==> src/rtl/tjf_pkg.sv <==
// Shared types, character codes and byte classifiers for the token junk filter.
package tjf_pkg;

    // Per-token flags handed from the front end to the decision stage
    typedef struct packed {
        logic code;      // rule set for source code
        logic hex;       // every byte a hex digit
        logic uuid;      // still matches the UUID layout
        logic caps;      // only A-Z, 0-9, '_'
        logic bad;       // saw '=', "://", '/' or '\'
        logic pfx_hex;   // "0x" / "0X" prefix
        logic end_eq;    // final byte is '='
        logic end_apos;  // final byte is an apostrophe
    } tok_flags_t;

    localparam int TOK_FLAGS_W = $bits(tok_flags_t);

    localparam logic [1:0] FT_CODE = 2'd1;

    localparam logic [7:0] CH_ZERO  = 8'h30;
    localparam logic [7:0] CH_NINE  = 8'h39;
    localparam logic [7:0] CH_UA    = 8'h41;
    localparam logic [7:0] CH_UF    = 8'h46;
    localparam logic [7:0] CH_UX    = 8'h58;
    localparam logic [7:0] CH_UZ    = 8'h5A;
    localparam logic [7:0] CH_LA    = 8'h61;
    localparam logic [7:0] CH_LE    = 8'h65;
    localparam logic [7:0] CH_LF    = 8'h66;
    localparam logic [7:0] CH_LI    = 8'h69;
    localparam logic [7:0] CH_LO    = 8'h6F;
    localparam logic [7:0] CH_LU    = 8'h75;
    localparam logic [7:0] CH_LX    = 8'h78;
    localparam logic [7:0] CH_LZ    = 8'h7A;
    localparam logic [7:0] CH_DASH  = 8'h2D;
    localparam logic [7:0] CH_UNDER = 8'h5F;
    localparam logic [7:0] CH_EQ    = 8'h3D;
    localparam logic [7:0] CH_SLASH = 8'h2F;
    localparam logic [7:0] CH_BSL   = 8'h5C;
    localparam logic [7:0] CH_COLON = 8'h3A;
    localparam logic [7:0] CH_PLUS  = 8'h2B;
    localparam logic [7:0] CH_APOS  = 8'h27;
    localparam logic [7:0] CASE_BIT = 8'h20;

    // Length limits and layout positions
    localparam int MIN_LEN       = 2;
    localparam int MAX_LEN_PROSE = 24;
    localparam int MAX_LEN_CODE  = 40;
    localparam int UUID_LEN      = 36;
    localparam int UUID_DASH0    = 8;
    localparam int UUID_DASH1    = 13;
    localparam int UUID_DASH2    = 18;
    localparam int UUID_DASH3    = 23;
    localparam int PFX_MIN_LEN   = 3;
    localparam int HEX_MIN_LEN   = 6;
    localparam int CAPS_MAX_LEN  = 6;
    localparam int B64_RULE_LEN  = 16;
    localparam int VOWEL_MIN_LEN = 6;

    // Ratio thresholds in percent
    localparam int PCT_FULL  = 100;
    localparam int DIGIT_PCT = 51;
    localparam int B64_PCT   = 95;
    localparam int VOWEL_PCT = 15;

    function automatic logic is_digit(input logic [7:0] c);
        return (c >= CH_ZERO) && (c <= CH_NINE);
    endfunction

    function automatic logic is_upper(input logic [7:0] c);
        return (c >= CH_UA) && (c <= CH_UZ);
    endfunction

    function automatic logic is_lower(input logic [7:0] c);
        return (c >= CH_LA) && (c <= CH_LZ);
    endfunction

    function automatic logic is_hexc(input logic [7:0] c);
        return is_digit(c) || ((c >= CH_LA) && (c <= CH_LF)) ||
               ((c >= CH_UA) && (c <= CH_UF));
    endfunction

endpackage

==> src/rtl/tjf_front.sv <==
// Front end: takes token bytes, keeps running counts and pattern flags.
module tjf_front import tjf_pkg::*; #(
    parameter int COUNT_BITS = 8
) (
    input  logic                  clk,
    input  logic                  rst_n,
    input  logic [1:0]            file_type,
    input  logic                  in_valid,
    output logic                  in_ready,
    input  logic [7:0]            ch,
    input  logic                  last,
    input  logic                  q_full,
    output logic                  q_push,
    output tok_flags_t            q_flags,
    output logic [COUNT_BITS-1:0] q_len,
    output logic [COUNT_BITS-1:0] q_digits,
    output logic [COUNT_BITS-1:0] q_vowels,
    output logic [COUNT_BITS-1:0] q_b64
);

    localparam logic [COUNT_BITS-1:0] CMAX    = '1;
    localparam logic [COUNT_BITS-1:0] IDX_ONE = COUNT_BITS'(1);
    localparam logic [COUNT_BITS-1:0] IDX_D0  = COUNT_BITS'(UUID_DASH0);
    localparam logic [COUNT_BITS-1:0] IDX_D1  = COUNT_BITS'(UUID_DASH1);
    localparam logic [COUNT_BITS-1:0] IDX_D2  = COUNT_BITS'(UUID_DASH2);
    localparam logic [COUNT_BITS-1:0] IDX_D3  = COUNT_BITS'(UUID_DASH3);
    localparam logic [COUNT_BITS-1:0] IDX_UL  = COUNT_BITS'(UUID_LEN);

    logic [COUNT_BITS-1:0] len_reg, len_next;
    logic [COUNT_BITS-1:0] dig_reg, dig_next;
    logic [COUNT_BITS-1:0] vow_reg, vow_next;
    logic [COUNT_BITS-1:0] b64_reg, b64_next;
    logic [15:0]           prev_reg, prev_next;
    logic                  hex_reg, hex_next;
    logic                  uuid_reg, uuid_next;
    logic                  caps_reg, caps_next;
    logic                  bad_reg, bad_next;
    logic                  pfx_reg, pfx_next;

    logic [7:0] p1, p2, lc;
    logic       take, is_vowel, is_b64, uuid_dash, uuid_clr, caps_ok, bad_set, pfx_set;

    assign in_ready = !q_full;
    assign take     = in_valid && in_ready;
    assign q_push   = take && last;

    assign p1 = prev_reg[7:0];
    assign p2 = prev_reg[15:8];
    assign lc = ch | CASE_BIT;

    always_comb
    begin
        is_vowel  = (lc == CH_LA) || (lc == CH_LE) || (lc == CH_LI) ||
                    (lc == CH_LO) || (lc == CH_LU);
        is_b64    = is_upper(ch) || is_lower(ch) || is_digit(ch) ||
                    (ch == CH_PLUS) || (ch == CH_SLASH) || (ch == CH_EQ);
        uuid_dash = (len_reg == IDX_D0) || (len_reg == IDX_D1) ||
                    (len_reg == IDX_D2) || (len_reg == IDX_D3);
        uuid_clr  = uuid_dash ? (ch != CH_DASH)
                              : ((len_reg >= IDX_UL) || !is_hexc(ch));
        caps_ok   = (ch == CH_UNDER) || is_upper(ch) || is_digit(ch);
        bad_set   = (ch == CH_EQ) || (ch == CH_SLASH) || (ch == CH_BSL);
        pfx_set   = (len_reg == IDX_ONE) && (p1 == CH_ZERO) &&
                    ((ch == CH_LX) || (ch == CH_UX));

        len_next  = (len_reg == CMAX) ? len_reg : len_reg + 1'b1;
        dig_next  = (is_digit(ch) && (dig_reg != CMAX)) ? dig_reg + 1'b1 : dig_reg;
        vow_next  = (is_vowel && (vow_reg != CMAX)) ? vow_reg + 1'b1 : vow_reg;
        b64_next  = (is_b64 && (b64_reg != CMAX)) ? b64_reg + 1'b1 : b64_reg;
        prev_next = {p1, ch};
        hex_next  = hex_reg && is_hexc(ch);
        uuid_next = uuid_reg && !uuid_clr;
        caps_next = caps_reg && caps_ok;
        // "://" is covered by the slash test, kept for clarity of intent
        bad_next  = bad_reg || bad_set ||
                    ((ch == CH_SLASH) && (p1 == CH_SLASH) && (p2 == CH_COLON));
        pfx_next  = pfx_reg || pfx_set;
    end

    always_comb
    begin
        q_len            = len_next;
        q_digits         = dig_next;
        q_vowels         = vow_next;
        q_b64            = b64_next;
        q_flags.code     = (file_type == FT_CODE);
        q_flags.hex      = hex_next;
        q_flags.uuid     = uuid_next;
        q_flags.caps     = caps_next;
        q_flags.bad      = bad_next;
        q_flags.pfx_hex  = pfx_next;
        q_flags.end_eq   = (ch == CH_EQ);
        q_flags.end_apos = (ch == CH_APOS);
    end

    always_ff @(posedge clk or negedge rst_n)
    begin
        if (!rst_n)
        begin
            len_reg  <= '0;
            dig_reg  <= '0;
            vow_reg  <= '0;
            b64_reg  <= '0;
            prev_reg <= '0;
            hex_reg  <= 1'b1;
            uuid_reg <= 1'b1;
            caps_reg <= 1'b1;
            bad_reg  <= 1'b0;
            pfx_reg  <= 1'b0;
        end
        else if (take)
        begin
            if (last)
            begin
                len_reg  <= '0;
                dig_reg  <= '0;
                vow_reg  <= '0;
                b64_reg  <= '0;
                prev_reg <= '0;
                hex_reg  <= 1'b1;
                uuid_reg <= 1'b1;
                caps_reg <= 1'b1;
                bad_reg  <= 1'b0;
                pfx_reg  <= 1'b0;
            end
            else
            begin
                len_reg  <= len_next;
                dig_reg  <= dig_next;
                vow_reg  <= vow_next;
                b64_reg  <= b64_next;
                prev_reg <= prev_next;
                hex_reg  <= hex_next;
                uuid_reg <= uuid_next;
                caps_reg <= caps_next;
                bad_reg  <= bad_next;
                pfx_reg  <= pfx_next;
            end
        end
    end

endmodule

==> src/rtl/tjf_queue.sv <==
// Two-entry registered queue of finished token summaries.
module tjf_queue #(
    parameter int WIDTH = 8
) (
    input  logic             clk,
    input  logic             rst_n,
    input  logic             push,
    input  logic [WIDTH-1:0] push_data,
    output logic             full,
    input  logic             pop,
    output logic             head_valid,
    output logic [WIDTH-1:0] head_data
);

    logic [1:0]       cnt_reg, cnt_next;
    logic [WIDTH-1:0] head_reg, head_next;
    logic [WIDTH-1:0] spare_reg, spare_next;

    assign full       = (cnt_reg == 2'd2);
    assign head_valid = (cnt_reg != 2'd0);
    assign head_data  = head_reg;

    always_comb
    begin
        cnt_next   = cnt_reg;
        head_next  = head_reg;
        spare_next = spare_reg;
        unique case ({push, pop})
            2'b10:
            begin
                cnt_next = cnt_reg + 2'd1;
                if (cnt_reg == 2'd0)
                    head_next = push_data;
                else
                    spare_next = push_data;
            end
            2'b01:
            begin
                cnt_next  = cnt_reg - 2'd1;
                head_next = spare_reg;
            end
            2'b11:
            begin
                // only reachable with one entry held
                if (cnt_reg == 2'd1)
                    head_next = push_data;
                else
                begin
                    head_next  = spare_reg;
                    spare_next = push_data;
                end
            end
            default:
            begin
                cnt_next = cnt_reg;
            end
        endcase
    end

    always_ff @(posedge clk or negedge rst_n)
    begin
        if (!rst_n)
            cnt_reg <= 2'd0;
        else
            cnt_reg <= cnt_next;
    end

    always_ff @(posedge clk)
    begin
        head_reg  <= head_next;
        spare_reg <= spare_next;
    end

endmodule

==> src/rtl/tjf_back.sv <==
// Decision stage: applies the rule table to a token summary, holds the result.
module tjf_back import tjf_pkg::*; #(
    parameter int COUNT_BITS = 8
) (
    input  logic                  clk,
    input  logic                  rst_n,
    input  logic                  q_valid,
    output logic                  q_pop,
    input  tok_flags_t            q_flags,
    input  logic [COUNT_BITS-1:0] q_len,
    input  logic [COUNT_BITS-1:0] q_digits,
    input  logic [COUNT_BITS-1:0] q_vowels,
    input  logic [COUNT_BITS-1:0] q_b64,
    output logic                  out_valid,
    input  logic                  out_ready,
    output logic                  accept
);

    localparam int PW = COUNT_BITS + 7;

    localparam logic [COUNT_BITS-1:0] L_MIN   = COUNT_BITS'(MIN_LEN);
    localparam logic [COUNT_BITS-1:0] L_PROSE = COUNT_BITS'(MAX_LEN_PROSE);
    localparam logic [COUNT_BITS-1:0] L_CODE  = COUNT_BITS'(MAX_LEN_CODE);
    localparam logic [COUNT_BITS-1:0] L_UUID  = COUNT_BITS'(UUID_LEN);
    localparam logic [COUNT_BITS-1:0] L_PFX   = COUNT_BITS'(PFX_MIN_LEN);
    localparam logic [COUNT_BITS-1:0] L_HEX   = COUNT_BITS'(HEX_MIN_LEN);
    localparam logic [COUNT_BITS-1:0] L_CAPS  = COUNT_BITS'(CAPS_MAX_LEN);
    localparam logic [COUNT_BITS-1:0] L_B64   = COUNT_BITS'(B64_RULE_LEN);
    localparam logic [COUNT_BITS-1:0] L_VOW   = COUNT_BITS'(VOWEL_MIN_LEN);

    logic                  out_valid_reg, out_valid_next;
    logic                  accept_reg, accept_next;
    logic [COUNT_BITS-1:0] max_len;
    logic [PW-1:0]         dig_pct, len_dig, b64_pct, len_b64, vow_pct, len_vow;
    logic                  reject, prose_reject;

    assign q_pop = q_valid && (!out_valid_reg || out_ready);

    always_comb
    begin
        max_len = q_flags.code ? L_CODE : L_PROSE;
        // ratios by cross-multiplication against constant percentages
        dig_pct = PW'(q_digits) * PW'(PCT_FULL);
        len_dig = PW'(q_len) * PW'(DIGIT_PCT);
        b64_pct = PW'(q_b64) * PW'(PCT_FULL);
        len_b64 = PW'(q_len) * PW'(B64_PCT);
        vow_pct = PW'(q_vowels) * PW'(PCT_FULL);
        len_vow = PW'(q_len) * PW'(VOWEL_PCT);

        prose_reject = (dig_pct >= len_dig) ||
                       (q_flags.caps && (q_len > L_CAPS)) ||
                       ((q_len >= L_B64) && q_flags.end_eq && (b64_pct >= len_b64)) ||
                       (q_vowels == '0) ||
                       ((q_len >= L_VOW) && (vow_pct < len_vow));

        reject = (q_len < L_MIN) || (q_len > max_len) ||
                 (q_digits == q_len) ||
                 (q_flags.uuid && (q_len == L_UUID)) ||
                 q_flags.bad ||
                 (q_flags.pfx_hex && (q_len >= L_PFX)) ||
                 (q_flags.hex && (q_len >= L_HEX)) ||
                 (!q_flags.code && prose_reject) ||
                 q_flags.end_apos;
    end

    always_comb
    begin
        out_valid_next = out_valid_reg;
        accept_next    = accept_reg;
        if (q_pop)
        begin
            out_valid_next = 1'b1;
            accept_next    = !reject;
        end
        else if (out_ready)
            out_valid_next = 1'b0;
    end

    always_ff @(posedge clk or negedge rst_n)
    begin
        if (!rst_n)
            out_valid_reg <= 1'b0;
        else
            out_valid_reg <= out_valid_next;
    end

    always_ff @(posedge clk)
    begin
        accept_reg <= accept_next;
    end

    assign out_valid = out_valid_reg;
    assign accept    = accept_reg;

endmodule

==> src/rtl/token_junk_filter.sv <==
// Top level of the token junk filter: rule-set register, front end, queue, decision stage.
//
// Input channel (in_valid/in_ready, ch, last) carries one byte of a token per
// transaction; last marks the final byte. Every token yields exactly one result
// transaction on the output channel (out_valid/out_ready, accept): 1 keeps the
// token, 0 rejects it. Bytes that are not final give no result.
// file_type selects the rule set (1 for code, any other value prose); it is written on
// a cycle with cfg_we high and should only change between tokens.
// Throughput: one byte per cycle while in_ready is high. The result of a token
// passes through the summary queue register and then the decision output
// register after its final byte is taken.
// The front end updates its counters and flags for each byte taken and
// hands a summary of each finished token to a two-entry queue; the decision
// stage drains it into the output register. When the receiver stalls, up to
// three results wait (two queued, one at the output); while the queue is full
// in_ready drops. After reset the counters are clear, no result is pending and
// the prose rule set is selected.
module token_junk_filter import tjf_pkg::*; #(
    parameter int COUNT_BITS = 8
) (
    input  logic       clk,
    input  logic       rst_n,
    input  logic       cfg_we,
    input  logic [1:0] file_type,
    input  logic       in_valid,
    output logic       in_ready,
    input  logic [7:0] ch,
    input  logic       last,
    output logic       out_valid,
    input  logic       out_ready,
    output logic       accept
);

    localparam int QW = TOK_FLAGS_W + 4 * COUNT_BITS;

    logic [1:0]            file_type_reg;
    logic                  q_full, q_push, q_pop, q_valid;
    tok_flags_t            f_flags, b_flags;
    logic [COUNT_BITS-1:0] f_len, f_dig, f_vow, f_b64;
    logic [COUNT_BITS-1:0] b_len, b_dig, b_vow, b_b64;
    logic [QW-1:0]         q_in, q_out;

    always_ff @(posedge clk or negedge rst_n)
    begin
        if (!rst_n)
            file_type_reg <= 2'd0;
        else if (cfg_we)
            file_type_reg <= file_type;
    end

    tjf_front #(.COUNT_BITS(COUNT_BITS)) u_front (
        .clk       (clk),
        .rst_n     (rst_n),
        .file_type (file_type_reg),
        .in_valid  (in_valid),
        .in_ready  (in_ready),
        .ch        (ch),
        .last      (last),
        .q_full    (q_full),
        .q_push    (q_push),
        .q_flags   (f_flags),
        .q_len     (f_len),
        .q_digits  (f_dig),
        .q_vowels  (f_vow),
        .q_b64     (f_b64)
    );

    assign q_in = {f_flags, f_len, f_dig, f_vow, f_b64};

    tjf_queue #(.WIDTH(QW)) u_queue (
        .clk        (clk),
        .rst_n      (rst_n),
        .push       (q_push),
        .push_data  (q_in),
        .full       (q_full),
        .pop        (q_pop),
        .head_valid (q_valid),
        .head_data  (q_out)
    );

    assign {b_flags, b_len, b_dig, b_vow, b_b64} = q_out;

    tjf_back #(.COUNT_BITS(COUNT_BITS)) u_back (
        .clk       (clk),
        .rst_n     (rst_n),
        .q_valid   (q_valid),
        .q_pop     (q_pop),
        .q_flags   (b_flags),
        .q_len     (b_len),
        .q_digits  (b_dig),
        .q_vowels  (b_vow),
        .q_b64     (b_b64),
        .out_valid (out_valid),
        .out_ready (out_ready),
        .accept    (accept)
    );

endmodule

==> config.mk <==
export PLATFORM = sky130hd
export DESIGN_NAME = token_junk_filter
export DESIGN_NICKNAME = d
export VERILOG_FILES = /design/src/rtl/tjf_pkg.sv /design/src/rtl/tjf_front.sv /design/src/rtl/tjf_queue.sv /design/src/rtl/tjf_back.sv /design/src/rtl/token_junk_filter.sv
export SDC_FILE = /design/constraint.sdc
export NUM_CORES = 1
export LEC_CHECK = 0
export ABC_AREA = 1
export BUFFER_PORTS_ARGS = -buffer_cell sky130_fd_sc_hd__buf_2
export CAP_MARGIN = 0
export CELL_PAD_IN_SITES_DETAIL_PLACEMENT = 0
export CELL_PAD_IN_SITES_GLOBAL_PLACEMENT = 1
export CORE_MARGIN = 2
export CORE_UTILIZATION = 40
export CTS_CLUSTER_SIZE = 25
export DETAILED_ROUTE_END_ITERATION = 6
export PLACE_DENSITY_LB_ADDON = 0.25
export RECOVER_POWER = 25
export SYNTH_ARGS = -nofsm -noshare
export SYNTH_HDL_FRONTEND = slang
export SYNTH_HIERARCHICAL = 1
export SYNTH_SLANG_ARGS = --single-unit
==> constraint.sdc <==
create_clock -name clk -period 9.1 [get_ports clk]
set_clock_uncertainty 0.1 [all_clocks]
set_input_delay 0.455 -clock clk [delete_from_list [all_inputs] [get_ports clk]]
set_output_delay 0.455 -clock clk [all_outputs]
set_load 0.1 [all_outputs]
---- Word level (Yosys, flattened, before mapping) ----
Cells that the tools add are included.
word-level totals
  register bits after elaboration ......... 139
  input port bits ......................... 16
  output and inout bits ................... 3
operators by class
  reductions and logical operators ........ 77
  multiplexer cells ....................... 25
  multiply operators ...................... 6
  magnitude comparators ................... 18
  equality and inequality tests ........... 37
  $add $sub $neg .......................... 6
operator list
  cell                                                                count
  2-to-1 mux 40 bit                                                   4
  case mux 40 bit (3 select lines)                                    1
  case mux 40 bit (2 select lines)                                    1
  equality test 8 x 6 -> 1 bit (second input constant)                8
  2-to-1 mux 8 bit                                                    8
  multiplier 8 x 5 -> 13 bit (second input constant)                  3
  logical OR 1 bit                                                    36
  equality test 7 x 6 -> 1 bit (second input constant)                5
  adder 8 x 1 -> 8 bit (second input constant)                        4
  equality test 8 x 7 -> 1 bit (second input constant)                4
  less-or-equal comparator 8 x 7 -> 1 bit (second input constant)     4
  logical AND 1 bit                                                   26
  inequality test 8 bit (second input constant)                       3
  equality test 8 x 4 -> 1 bit (second input constant)                2
  equality test 8 x 5 -> 1 bit (second input constant)                2
  greater-or-equal comparator 8 x 6 -> 1 bit (second input constant)  2
  greater-or-equal comparator 8 x 7 -> 1 bit (second input constant)  2
  2-to-1 mux 16 bit                                                   1
  greater-or-equal comparator 15 x 14 -> 1 bit                        1
  greater-or-equal comparator 15 bit                                  1
  less-than comparator 15 x 12 -> 1 bit                               1
  multiplier 8 x 7 -> 15 bit (second input constant)                  1
  multiplier 8 x 6 -> 14 bit (second input constant)                  1
  multiplier 8 x 4 -> 12 bit (second input constant)                  1
  other kinds (27)                                                    47

---- Logic depth before layout (Yosys ltp) ----
  word-level depth ........................ 11
  mapped depth ............................ 29

---- Hierarchy ----
Netlist, hierarchy kept.
modules (own cells, without submodules)
  module             area each (µm²)  cells an instance  times used  seq. area each (µm²)
  tjf_back           6377.4           846                1           55.1
  tjf_front          3208.1           479                1           1129.8
  tjf_queue          3204.3           243                1           2452.4
  token_junk_filter  76.3             9                  1           50.0

---- Worst setup path before layout ----
OpenSTA, ideal clock, no wires.
  path type ............................... reg2reg
  start ................................... reg u_queue.cnt_reg[0]
  end ..................................... reg u_queue.spare_reg[0] (enable)
  clock period less this slack ............ 5646 ps
  path slack .............................. 3454 ps
  stages on the path, launching flop included .. 9
  path buffers ............................ 0
  data arrival time ....................... 5047 ps
  required time ........................... 8501 ps
  cell sequence ........................... dfrtp_1 > inv_1 > ha_1 > inv_1 > nand2_1 > nor2_1 > ha_1 > nand2_2 > a21boi_0
on the way
  word-level cells in the longest chain between the ends .. 7
RTL lines
  what                                                                   RTL line                 text
  start, declared                                                        tjf_queue.sv:15          logic [1:0] cnt_reg, cnt_next;
  start signal, assigned                                                 tjf_queue.sv:65          cnt_reg <= cnt_next;
  equality test 2 bit *                                                  tjf_queue.sv:19          assign full = (cnt_reg == 2'd2);
  named net q_full                                                       token_junk_filter.sv:37  logic q_full, q_push, q_pop, q_valid;
  logical NOT 1 bit *                                                    tjf_front.sv:43          assign in_ready = !q_full;
  named net in_ready                                                     token_junk_filter.sv:26  output logic in_ready,
  logical AND 1 bit *                                                    tjf_front.sv:44          assign take = in_valid && in_ready;
  logical AND 1 bit *                                                    tjf_front.sv:45          assign q_push = take && last;
  named net q_push                                                       token_junk_filter.sv:37
  equality test 2 bit                                                    tjf_queue.sv:28          unique case ({push, pop})
  inequality test 2 bit (no line) or nonzero test 2 bit (tied branches)  n/a
  AND reduction 3 bit (no line) *                                        n/a
  end signal, assigned                                                   tjf_queue.sv:71          spare_reg <= spare_next;
  end, declared                                                          tjf_queue.sv:17          logic [WIDTH-1:0] spare_reg, spare_next;
Mark *: on every way through the listed nets, which the timed path passes. The rest lies on a longest branch.
A chain may end at the register's enable or synchronous reset.

---- Worst setup path in the final report ----
  start ................................... reg u_queue.head_reg[28] (netlist: u_queue/head_data[28])
  end ..................................... reg u_back.accept_reg (netlist: u_back/accept), data pin
on the way
  word-level cells in the longest chain between the ends .. 10
RTL lines
  what                                                                        RTL line                        text
  start, declared                                                             tjf_queue.sv:16                 logic [WIDTH-1:0] head_reg, head_next;
  start signal, assigned                                                      tjf_queue.sv:70                 head_reg <= head_next;
  multiplier 8 x 6 -> 14 bit, or another cell as far along                    tjf_back.sv:44                  len_dig = PW'(q_len) * PW'(DIGIT_PCT);
  greater-or-equal comparator 15 x 14 -> 1 bit, or another cell as far along  tjf_back.sv:50                  prose_reject = (dig_pct >= len_dig) ||
  logical OR 1 bit, or another cell as far along                              tjf_back.sv:50
  logical OR 1 bit, on equally long branches                                  tjf_back.sv:51, tjf_back.sv:57
  logical OR 1 bit, on equally long branches                                  tjf_back.sv:52, tjf_back.sv:58
  logical OR 1 bit, on equally long branches                                  tjf_back.sv:53, tjf_back.sv:59
  logical AND 1 bit or logical OR 1 bit (tied branches)                       tjf_back.sv:62, tjf_back.sv:60
  logical OR 1 bit *                                                          tjf_back.sv:61                  (q_flags.hex && (q_len >= L_HEX)) ||
  logical OR 1 bit *                                                          tjf_back.sv:62                  (!q_flags.code && prose_reject) ||
  logical NOT 1 bit *                                                         tjf_back.sv:73                  accept_next = !reject;
  end signal, assigned                                                        tjf_back.sv:89                  accept_reg <= accept_next;
  end, declared                                                               tjf_back.sv:32                  logic accept_reg, accept_next;
Mark *: on every way between the ends. The rest lies on a longest branch, timed or not.

==> results.md <==
* Outcome: finished, violations left
* Failing checks: capacitance limit, slew limit
* RSZ-0062 raised after global routing: no
* Fin. max-slew vios at 51
* WP data arrival at 5.88 ns
* CTS tree: built
* Inserted Clock Buffers at 17
* CP Max Fanout at 10
* Placed Cells at 1975
* Post-DP HPWL at 22900 um
* Mapped Cells at 1577
* Clock slew seen by the registers of the worst setup and hold paths at 0.06 ns
* Max_slew headroom at -102%
* Worst Path Class, Setup: flip-flop to flip-flop
* # rows at 65
* Hold buffer count at cts at 0
* Nets at 1876
* ANT nets after route at 0
* DR vias at 9796
* Min-Delay Path Class: input pin to flip-flop
* Worst-Skew Late Latency at 0.42 ns
* Wire per inst at 14.4 um
* Routed WL at 28900 um
* Max-cap viol count at 1
* Setup Viol. Count Final at 0
* Setup TNS at 0 ns
* Die Ht at 183 um
* Slack of the worst reg-to-reg path at 3.40 ns
* Area of the multi-input gates at 0.00800 mm^2
* Most used DFF post-synth: edfxtp_1
* Ports at 19
* Via density per instance at 4.88
* Initial Utilization at 40.7%
* Mean Syn Cell Area at 8.16 um^2
* First-pass GRT wire length at 49100 um
* Die area at 0.0336 mm^2
* Initial antenna violation count at 0
* Cts repair resizes at 0
* Global placement routability congestion at 0.892
* Syn Nets at 1861
* DRC Markers at 0
* Startpoint Class: flip-flop
* Critical Path RT at 9.28 ns
* Worst-Margin Slew at 3.02 ns
* Synthesized area at 0.0129 mm^2
* Area grow syn2layout at 8.82%
* H-tree depth at 4
* Post-route clock period utilization at 62.7%
* EDFF count, synth at 81
* Root Buffer Master: clkbuf_16
* Max Freq at 175 MHz
* DRT Pass-1 Iters at 5
* Setup bufs post-CTS at 0
* Total GRT Usage at 18.2%
* FF+latch area at 0.00369 mm^2
* Worst setup EP type: flip-flop
* Fin cells at 2007
* Fillers at 3184
* Minimum clock period at 5.70 ns
* Hold Vio Cnt, Final at 0
* Share of layout cells above drive strength 1 at 6.79%
* Async S/R FF share, synth at 38.2%
* Congestion Overflow GR at 0
* Clock Sinks at 131
* Deepest clock path buffer count at 2
* Initial DRC count at 477
* Synth unique cells at 49
* Number of synthesis warnings at 6
* Synth Register Bits at 131
* Die width at 183 um
* Antenna diodes at 0
* Number of port buffers at 18
* Number of global-route vias before repair at 9743
* CORE AREA at 0.0316 mm^2
* Largest net degree at the start of global routing at 51
* Sequential share of the synthesized area at 28.7%
-- routing by layer --
| layer | global-route usage [%] | part of all wire, % | up-vias |
|---|---|---|---|
| li1 | - | - | 5147 |
| met1 | 25.6 | 51 | 4520 |
| met2 | 29.5 | 45 | 105 |
| met3 | 2.40 | 2.6 | 24 |
| met4 | 5.25 | 1.7 | 0 |
| met5 | 0 | 0 | - |
-- critical path, cell delays in order, from the launching register on --
cell,delay (ns)
edfxtp_1,0.66
inv_1,0.30
fa_1,0.59
inv_1,0.08
fa_1,0.56
fa_1,0.44
fa_1,0.46
ha_1,0.36
a21oi_1,0.18
o21ai_1,0.09
nor2_1,0.20
o21ai_2,0.10
a21oi_1,0.16
xor2_1,0.17
ha_1,0.27
nand2_1,0.07
nand2_1,0.04
nand2_1,0.05
nand2_1,0.05
a21oi_1,0.11
nand3_1,0.12
nand2_1,0.09
inv_2,0.04
nor2_2,0.09
nand2_1,0.07
a21oi_2,0.11
-- Yosys cell counts (2+ instances only) --
| master | n | area share [%] |
|---|---|---|
| and3_1 | 2 | 0.097 |
| a21boi_0 | 2 | 0.12 |
| nor4_1 | 4 | 0.19 |
| and2_1 | 6 | 0.29 |
| buf_4 | 5 | 0.29 |
| or2_0 | 2 | 0.097 |
| clkbuf_1 | 8 | 0.23 |
| buf_2 | 14 | 0.54 |
| o211ai_1 | 5 | 0.29 |
| o21ai_2 | 3 | 0.20 |
| inv_1 | 263 | 7.7 |
| edfxtp_1 | 81 | 19 |
| o21bai_1 | 2 | 0.12 |
| xor2_1 | 50 | 3.4 |
| nand3b_1 | 6 | 0.35 |
| nand4_1 | 19 | 0.92 |
| xnor2_1 | 19 | 1.3 |
| inv_2 | 19 | 0.55 |
| nand3_1 | 102 | 4.0 |
| ha_1 | 224 | 22 |
| a21oi_1 | 62 | 2.4 |
| nor2_1 | 77 | 2.2 |
| nor3_1 | 23 | 0.89 |
| o21a_1 | 5 | 0.29 |
| o22ai_1 | 13 | 0.63 |
| o31ai_1 | 3 | 0.18 |
| nand2_2 | 14 | 0.68 |
| a21oi_2 | 3 | 0.20 |
| a31oi_1 | 2 | 0.097 |
| dfrtp_1 | 47 | 9.1 |
| nand2_1 | 379 | 11 |
| nor2_2 | 6 | 0.29 |
| or2_2 | 3 | 0.15 |
| fa_1 | 44 | 6.8 |
| o221ai_1 | 2 | 0.14 |
| o21ai_0 | 31 | 1.2 |
| a21o_1 | 5 | 0.29 |
| dfstp_2 | 3 | 0.61 |
| or2_1 | 3 | 0.15 |
| o21ai_1 | 7 | 0.27 |
-- kinds of logic (layout without fill, tap and decap cells) --
group,count (synthesis),in the layout,synth area share [%]
AOI/OAI and AO/OA,151,151,7.02
xor gates and xnor gates,69,69,4.70
adders and majority gates,268,268,28.6
buffers and inverters,309,337,9.30
DFF,131,131,28.7
and+or+nand+nor,649,649,21.7
-- final cells by class --
cell class,instances,share of cell area (%)
clock buffer,18,3.07
clock inverter,14,1.43
inverter,282,7.56
multi-input combinational,1137,57.1
sequential,131,26.3
tap,402,3.59
timing repair buffer,23,0.867
-- stage by stage --
stage                     util [%]  hold slack [ns]  setup WS (ns)  cell area, um^2
after floorplan                  -           0.0594           3.45            12900
after global placement        42.3            0.356           3.47            13400
after detailed placement      42.3            0.366           3.35            13400
after CTS                     44.3           0.0819           3.32            14000
after global routing          44.3            0.138           2.94            14000
final                         44.3            0.139           3.40            14000
-- cells in the final DEF (no fill, tap or decap), types with 17 or more instances in the layout --
cell type    n
inv_2       19
inv_1      263
nor2_1      77
o21ai_0     32
nand4_1     19
xnor2_1     19
nor3_1      23
nand2_1    379
nand3_1    102
clkbuf_16   17
ha_1       224
a21oi_1     61
fa_1        44
edfxtp_1    81
xor2_1      50
dfrtp_1     47
-- worst paths after layout --
| path | start | end | cells after the start |
|---|---|---|---|
| min in group asynchronous | rst_n | u_front/dig_reg[7]$_DFFE_PN0P_ | 2 |
| worst min register to register | file_type_reg[0]$_DFFE_PN0P_ | file_type_reg[0]$_DFFE_PN0P_ | 2 |
| worst max-delay path | u_queue/head_data[28]$_DFFE_PP_ | u_back/accept$_DFFE_PP_ | 25 |
| max in group asynchronous | rst_n | u_front/b64_reg[1]$_DFFE_PN0P_ | 2 |
| worst max register to register | u_queue/head_data[28]$_DFFE_PP_ | u_back/accept$_DFFE_PP_ | 25 |
| worst min-delay path | file_type[0] | file_type_reg[0]$_DFFE_PN0P_ | 3 |
Power is left out: the tool's default activity adds up to more than one toggle a clock period on the data nets, which glitch-free logic cannot reach.
